===== src/rtl/waes_pkg.sv =====
package waes_pkg;

    localparam int XY_LIMIT   = 524287;
    localparam int GUARD_BITS = 12;
    localparam logic [31:0] INV_GAIN_Q32 = 32'd2608131496;

    // configuration register indexes
    typedef enum logic [1:0] {
        REG_SMA_WINDOW  = 2'd0,
        REG_WIND_WINDOW = 2'd1,
        REG_ALPHA       = 2'd2
    } waes_reg_t;

    typedef enum logic [3:0] {
        ST_IDLE,
        ST_POLAR,
        ST_POLAR_FIX,
        ST_WRITE,
        ST_EMA,
        ST_WALK,
        ST_DIV,
        ST_VEC,
        ST_DEG,
        ST_OUT
    } waes_state_t;

    typedef struct packed {
        logic load;
        logic polar_start;
        logic polar_fix;
        logic ring_write;
        logic ema_update;
        logic walk_start;
        logic walk_step;
        logic div_start;
        logic div_step;
        logic vec_start;
        logic cordic_step;
        logic deg_calc;
    } waes_cmd_t;

    typedef struct packed {
        logic cordic_done;
        logic walk_done;
        logic div_done;
    } waes_sts_t;

    // arctangent table in turn units, 2^32 per turn
    function automatic logic signed [31:0] atan_turn(input logic [4:0] i);
        unique case (i)
            5'd0:  atan_turn = 32'sd536870912;
            5'd1:  atan_turn = 32'sd316933406;
            5'd2:  atan_turn = 32'sd167458907;
            5'd3:  atan_turn = 32'sd85004756;
            5'd4:  atan_turn = 32'sd42667331;
            5'd5:  atan_turn = 32'sd21354465;
            5'd6:  atan_turn = 32'sd10679838;
            5'd7:  atan_turn = 32'sd5340245;
            5'd8:  atan_turn = 32'sd2670163;
            5'd9:  atan_turn = 32'sd1335087;
            5'd10: atan_turn = 32'sd667544;
            5'd11: atan_turn = 32'sd333772;
            5'd12: atan_turn = 32'sd166886;
            5'd13: atan_turn = 32'sd83443;
            5'd14: atan_turn = 32'sd41722;
            5'd15: atan_turn = 32'sd20861;
            5'd16: atan_turn = 32'sd10430;
            5'd17: atan_turn = 32'sd5215;
            5'd18: atan_turn = 32'sd2608;
            5'd19: atan_turn = 32'sd1304;
            5'd20: atan_turn = 32'sd652;
            5'd21: atan_turn = 32'sd326;
            5'd22: atan_turn = 32'sd163;
            5'd23: atan_turn = 32'sd81;
            default: atan_turn = 32'sd0;
        endcase
    endfunction

    // remainder angle (0..89 degrees) in turn units, round(r*2^32/360)
    function automatic logic signed [31:0] deg_to_turn(input logic [6:0] r);
        logic [47:0] p;
        begin
            // 2^32/360 = 11930464.7111; scaled by 2^8 for rounding precision
            p = 48'(r) * 48'd3054198966;
            deg_to_turn = 32'((p + 48'd128) >> 8);
        end
    endfunction

endpackage


===== src/rtl/waes_ctrl.sv =====
module waes_ctrl
    import waes_pkg::*;
(
    input  logic      clk,
    input  logic      rst_n,
    input  logic      in_valid,
    output logic      in_stall,
    output logic      out_valid,
    input  logic      out_stall,
    input  waes_sts_t sts,
    output waes_cmd_t cmd
);

    waes_state_t state_reg, state_next;

    // state register
    always_ff @(posedge clk or negedge rst_n)
    begin
        if (!rst_n)
        begin
            state_reg <= ST_IDLE;
        end
        else
        begin
            state_reg <= state_next;
        end
    end

    // next state and commands
    always_comb
    begin
        state_next = state_reg;
        cmd        = '0;
        in_stall   = 1'b1;
        out_valid  = 1'b0;
        unique case (state_reg)
            ST_IDLE:
            begin
                in_stall = 1'b0;
                if (in_valid)
                begin
                    cmd.load        = 1'b1;
                    cmd.polar_start = 1'b1;
                    state_next      = ST_POLAR;
                end
            end
            ST_POLAR:
            begin
                cmd.cordic_step = 1'b1;
                if (sts.cordic_done)
                begin
                    state_next = ST_POLAR_FIX;
                end
            end
            ST_POLAR_FIX:
            begin
                cmd.polar_fix = 1'b1;
                state_next    = ST_WRITE;
            end
            ST_WRITE:
            begin
                cmd.ring_write = 1'b1;
                cmd.ema_update = 1'b1;
                state_next     = ST_EMA;
            end
            ST_EMA:
            begin
                cmd.walk_start = 1'b1;
                state_next     = ST_WALK;
            end
            ST_WALK:
            begin
                cmd.walk_step = 1'b1;
                if (sts.walk_done)
                begin
                    cmd.div_start = 1'b1;
                    state_next    = ST_DIV;
                end
            end
            ST_DIV:
            begin
                cmd.div_step = 1'b1;
                if (sts.div_done)
                begin
                    cmd.vec_start = 1'b1;
                    state_next    = ST_VEC;
                end
            end
            ST_VEC:
            begin
                cmd.cordic_step = 1'b1;
                if (sts.cordic_done)
                begin
                    state_next = ST_DEG;
                end
            end
            ST_DEG:
            begin
                cmd.deg_calc = 1'b1;
                state_next   = ST_OUT;
            end
            ST_OUT:
            begin
                out_valid = 1'b1;
                if (!out_stall)
                begin
                    state_next = ST_IDLE;
                end
            end
            default:
            begin
                state_next = ST_IDLE;
            end
        endcase
    end

endmodule


===== config.mk =====
export PLATFORM = sky130hd
export DESIGN_NAME = waes_ctrl
export DESIGN_NICKNAME = d
export VERILOG_FILES = /design/src/rtl/waes_pkg.sv /design/src/rtl/waes_ctrl.sv
export SDC_FILE = /design/constraint.sdc
export NUM_CORES = 1
export LEC_CHECK = 0
export ABC_AREA = 0
export BUFFER_PORTS_ARGS = -buffer_cell sky130_fd_sc_hd__buf_2
export CORE_AREA = 2 2 39 41
export DETAILED_ROUTE_END_ITERATION = 7
export DIE_AREA = 0 0 41 43
export GPL_TIMING_DRIVEN = 0
export HOLD_SLACK_MARGIN = 0.02
export PLACE_DENSITY = 0.63
export SYNTH_ARGS = -nofsm -noshare
export SYNTH_HDL_FRONTEND = slang
export SYNTH_SLANG_ARGS = --single-unit
export TNS_END_PERCENT = 5

===== constraint.sdc =====
create_clock -name clk -period 1.8 [get_ports clk]
set_input_delay 0.27 -clock clk [delete_from_list [all_inputs] [get_ports clk]]
set_output_delay 0.27 -clock clk [all_outputs]
set_load 0.05 [all_outputs]

Word level (Yosys, flattened, before mapping) --
Index checks and enable logic that the tools add are counted.
Operators by class: add/sub/neg operators 0, $mul 0, divide/modulo/power cells 0, magnitude comparators 0, eq/ne operators 15, shift operators 0, multiplexer cells 20, bitwise gates (word level) 0, reduce and logical (&&, ||, !) cells 3
Operator list (number):
- 4-bit one-hot mux with 10 select lines | 1
- 4-bit 2-to-1 mux | 6
- 4-bit by 3-bit equality test with 1-bit output, second input constant | 4
- 2-bit != test, second input constant | 6
- 2-bit 2-to-1 mux | 5
- 4-bit by 2-bit equality test with 1-bit output, second input constant | 2
- 4-bit equality test, second input constant | 2
- 1-bit 2-to-1 mux | 8
- 6-bit AND reduction | 1
- 4-bit by 1-bit equality test with 1-bit output, second input constant | 1
- 4-bit logical NOT | 1
- 2-bit OR reduction | 1
Word-level totals: bits in registers 4, latch bits 0, memory bits (writable) 0, memory bits (read-only) 0, output and inout bits 14, logic and storage cells 39, memories 0

Depth between registers and ports, before layout --
word-level depth 3, gate-level depth with buffers 5, mapped depth without buffers 4

Worst setup path after synthesis --
No wires, ideal clock.
path kind flip-flop to output port, start reg state_reg[1], end out cmd[8] in the netlist's numbering, data arrival time 2137 ps, data required time 1530 ps, setup slack -607 ps, cell stages (with the launch flop) 5, path buffers 2, path through dfrtp_1 > buf_2 > nand2_1 > nor3_1 > buf_4
RTL lines:
- start: declaration | line waes_ctrl.sv:14 | waes_state_t state_reg, state_next;
- start signal: assignment | line waes_ctrl.sv:25 | state_reg <= state_next;
- end: declaration | line waes_ctrl.sv:11 | output waes_cmd_t cmd

==> impl_metrics.ini <==
[timing]
final-hold-violation-count = 0
min_period_ns = 1.71
fin_skew_ns = 0.00253
max_slew_margin_pct = 83.0
rsz0062_at_grt = no
hold-worst-slack_ns = 0.357
setup_violations = 0
timing.final.crit_share_pct = 94.8
max_freq_ghz = 0.586
tightest_slew_ns = 0.253
slew_violations = 0
layout_setup_ws_ns = 0.0932

[floorplanning]
pin_count = 21
coreArea_mm2 = 0.00138
initial_core_util_pct = 27.9
die_x_um = 41
die_y_um = 43
die-area_mm2 = 0.00176
row_count = 14

[layout]
final_cell_area_um2 = 567
largest_register_ffs = 4
layout-drive-gt1-share_pct = 50.0
num_antenna_cells = 0
area_growth_pct = 46.6
final_nets = 83
fin_cells = 90

[drt]
wire_per_inst_um = 11.0
dr.pass1.iters = 4
wirelength_um = 991
ant_nets = 0
drt_iter0_drc = 14
post-route-drc-count = 0
vias_per_cell = 5.00
vias = 450

[clock_tree]
cts_tree = yes
root_buffer = clkbuf_4
clock_sinks = 4
clkTransAtPathRegs_ns = 0.04
postCtsSetupBuffers = 0
htreeDepth = 1
clk_latency_ns = 0.23
numCtsBuffers = 3
clk_path_buf_depth = 2

[worst_setup_path]
cp-end-kind = primary output
reg2reg_slack_ns = 0.32
critPathKind = register to primary output
reg2reg_depth = 3
regToRegEndpoint = state_reg[0]$_DFFE_PN0P_
critPathLaunchType = register
critPathMaxFanout = 14
required_ns = 1.53
arrival_ns = 1.44
r2r_start = state_reg[3]$_DFFE_PN0P_

[place]
port_buffers = 20
gp_congestion = 0.809
dp.cells = 87
place_area_um2 = 522
dp_slack_ns = 0.103

[min_path]
worstHoldEndpoint = state_reg[3]$_DFFE_PN0P_
hp-class = input pin to register
whs_path_depth = 3
min-delay-start = out_stall

[synthesis]
synth_edf_count = 0
yosys_register_bits = 4
synth_ff_type = dfrtp_1
synth_area_per_cell_um2 = 7.58
syn_area_um2 = 387
synth_fp_nets = 58
netlist_instances = 51
ys_seq_area_share_pct = 25.9
ys_types = 25
synthArstFlopShare_pct = 100
yosysWarnings = 0

[grt]
grt_max_degree = 15
grt_pass1_wl_um = 1460
grt_pass1_vias = 355
grt_usage_pct = 12.6
antenna_found_initial = 0
gr-total-overflow = 0

[outcome]
outcome = complete, no violations

[flow_run]
cap_violations = 0
area by class of cell:
class / instances / area [µm²]
buffer: 5 / 35.0
clock buffer: 3 / 22.5
fill: 140 / 817
inverter: 1 / 3.75
multi-input combinational: 40 / 264
sequential: 4 / 101
tap: 16 / 20.0
timing repair buffer: 21 / 120
worst max-delay path by stage:
stage	start	end	slack, ns	cells past startpoint
finish	state_reg[3]$_DFFE_PN0P_	cmd[2]	0.09	4
global route	state_reg[2]$_DFFE_PN0P_	cmd[2]	0.00003	5
global placement	state_reg[3]$_DFFE_PN0P_	cmd[2]	0.12	5
CTS	state_reg[1]$_DFFE_PN0P_	cmd[11]	0.007	5
floorplan	state_reg[3]$_DFFE_PN0P_	cmd[0]	-0.31	3
detailed placement	state_reg[3]$_DFFE_PN0P_	cmd[2]	0.10	5
kinds of logic after synthesis:
family / after synthesis / synth area share, %
flops: 4 / 25.9
compound gates: 8 / 18.1
simple gates: 29 / 39.2
xor+xnor: 2 / 4.53
mux: 1 / 2.59
buf+inv: 7 / 9.70
cells in the mapped netlist (2+ instances only):
master    number  share of area (%)
xor2_1         2                4.5
buf_2          3                3.9
nor3b_1        2                3.9
and2_1         2                3.2
nand2_1        5                4.9
nor2_1         7                6.8
nand2b_1       3                4.9
nor3_1         6                7.8
buf_4          2                3.9
dfrtp_1        4                 26
stage by stage:
| step | setup TNS, ns | utilization [%] |
|---|---|---|
| floorplan | -1.32 | - |
| global placement | 0 | 37.7 |
| detailed placement | 0 | 37.7 |
| CTS | 0 | 39.9 |
| global route | 0 | 41.0 |
| finish | 0 | 41.0 |
placed cells by master (no fill, tap or decap), types with 2 or more instances in the layout:
master | synthesis | final
and2_1 | 2 | 2
buf_2 | 3 | 17
buf_4 | 2 | 5
clkbuf_4 | 0 | 6
dfrtp_1 | 4 | 3
nand2_1 | 5 | 5
nand2b_1 | 3 | 3
nor2_1 | 7 | 5
nor2_2 | 0 | 2
nor3_1 | 6 | 4
nor3_2 | 0 | 2
nor3b_1 | 2 | 2
xor2_1 | 2 | 2
critical path: stages (launching register included):
cell and delay (ns):
dfrtp_2 0.49, nand2b_1 0.24, nor2_2 0.13, and2_1 0.12, clkbuf_4 0.22
routing by layer:
metal	vias to the layer above	GRT usage (%)	share of wire, %
met1	207	14.9	42
met5	-	0	0
met3	0	4.71	6.4
met4	0	8.00	0
met2	19	18.1	51
li1	224	-	-
what timing repair did:
item | CTS | global route
hold endpoints to repair | 4 | 0
endpoints found under the setup margin | 9 | 4
resized for setup | 1 | 8
gates cloned | 0 | 0
hold buffers | 1 | 0
Power is left out: the tool's default activity adds up to more than one toggle a clock period on the data nets, which glitch-free logic cannot reach.
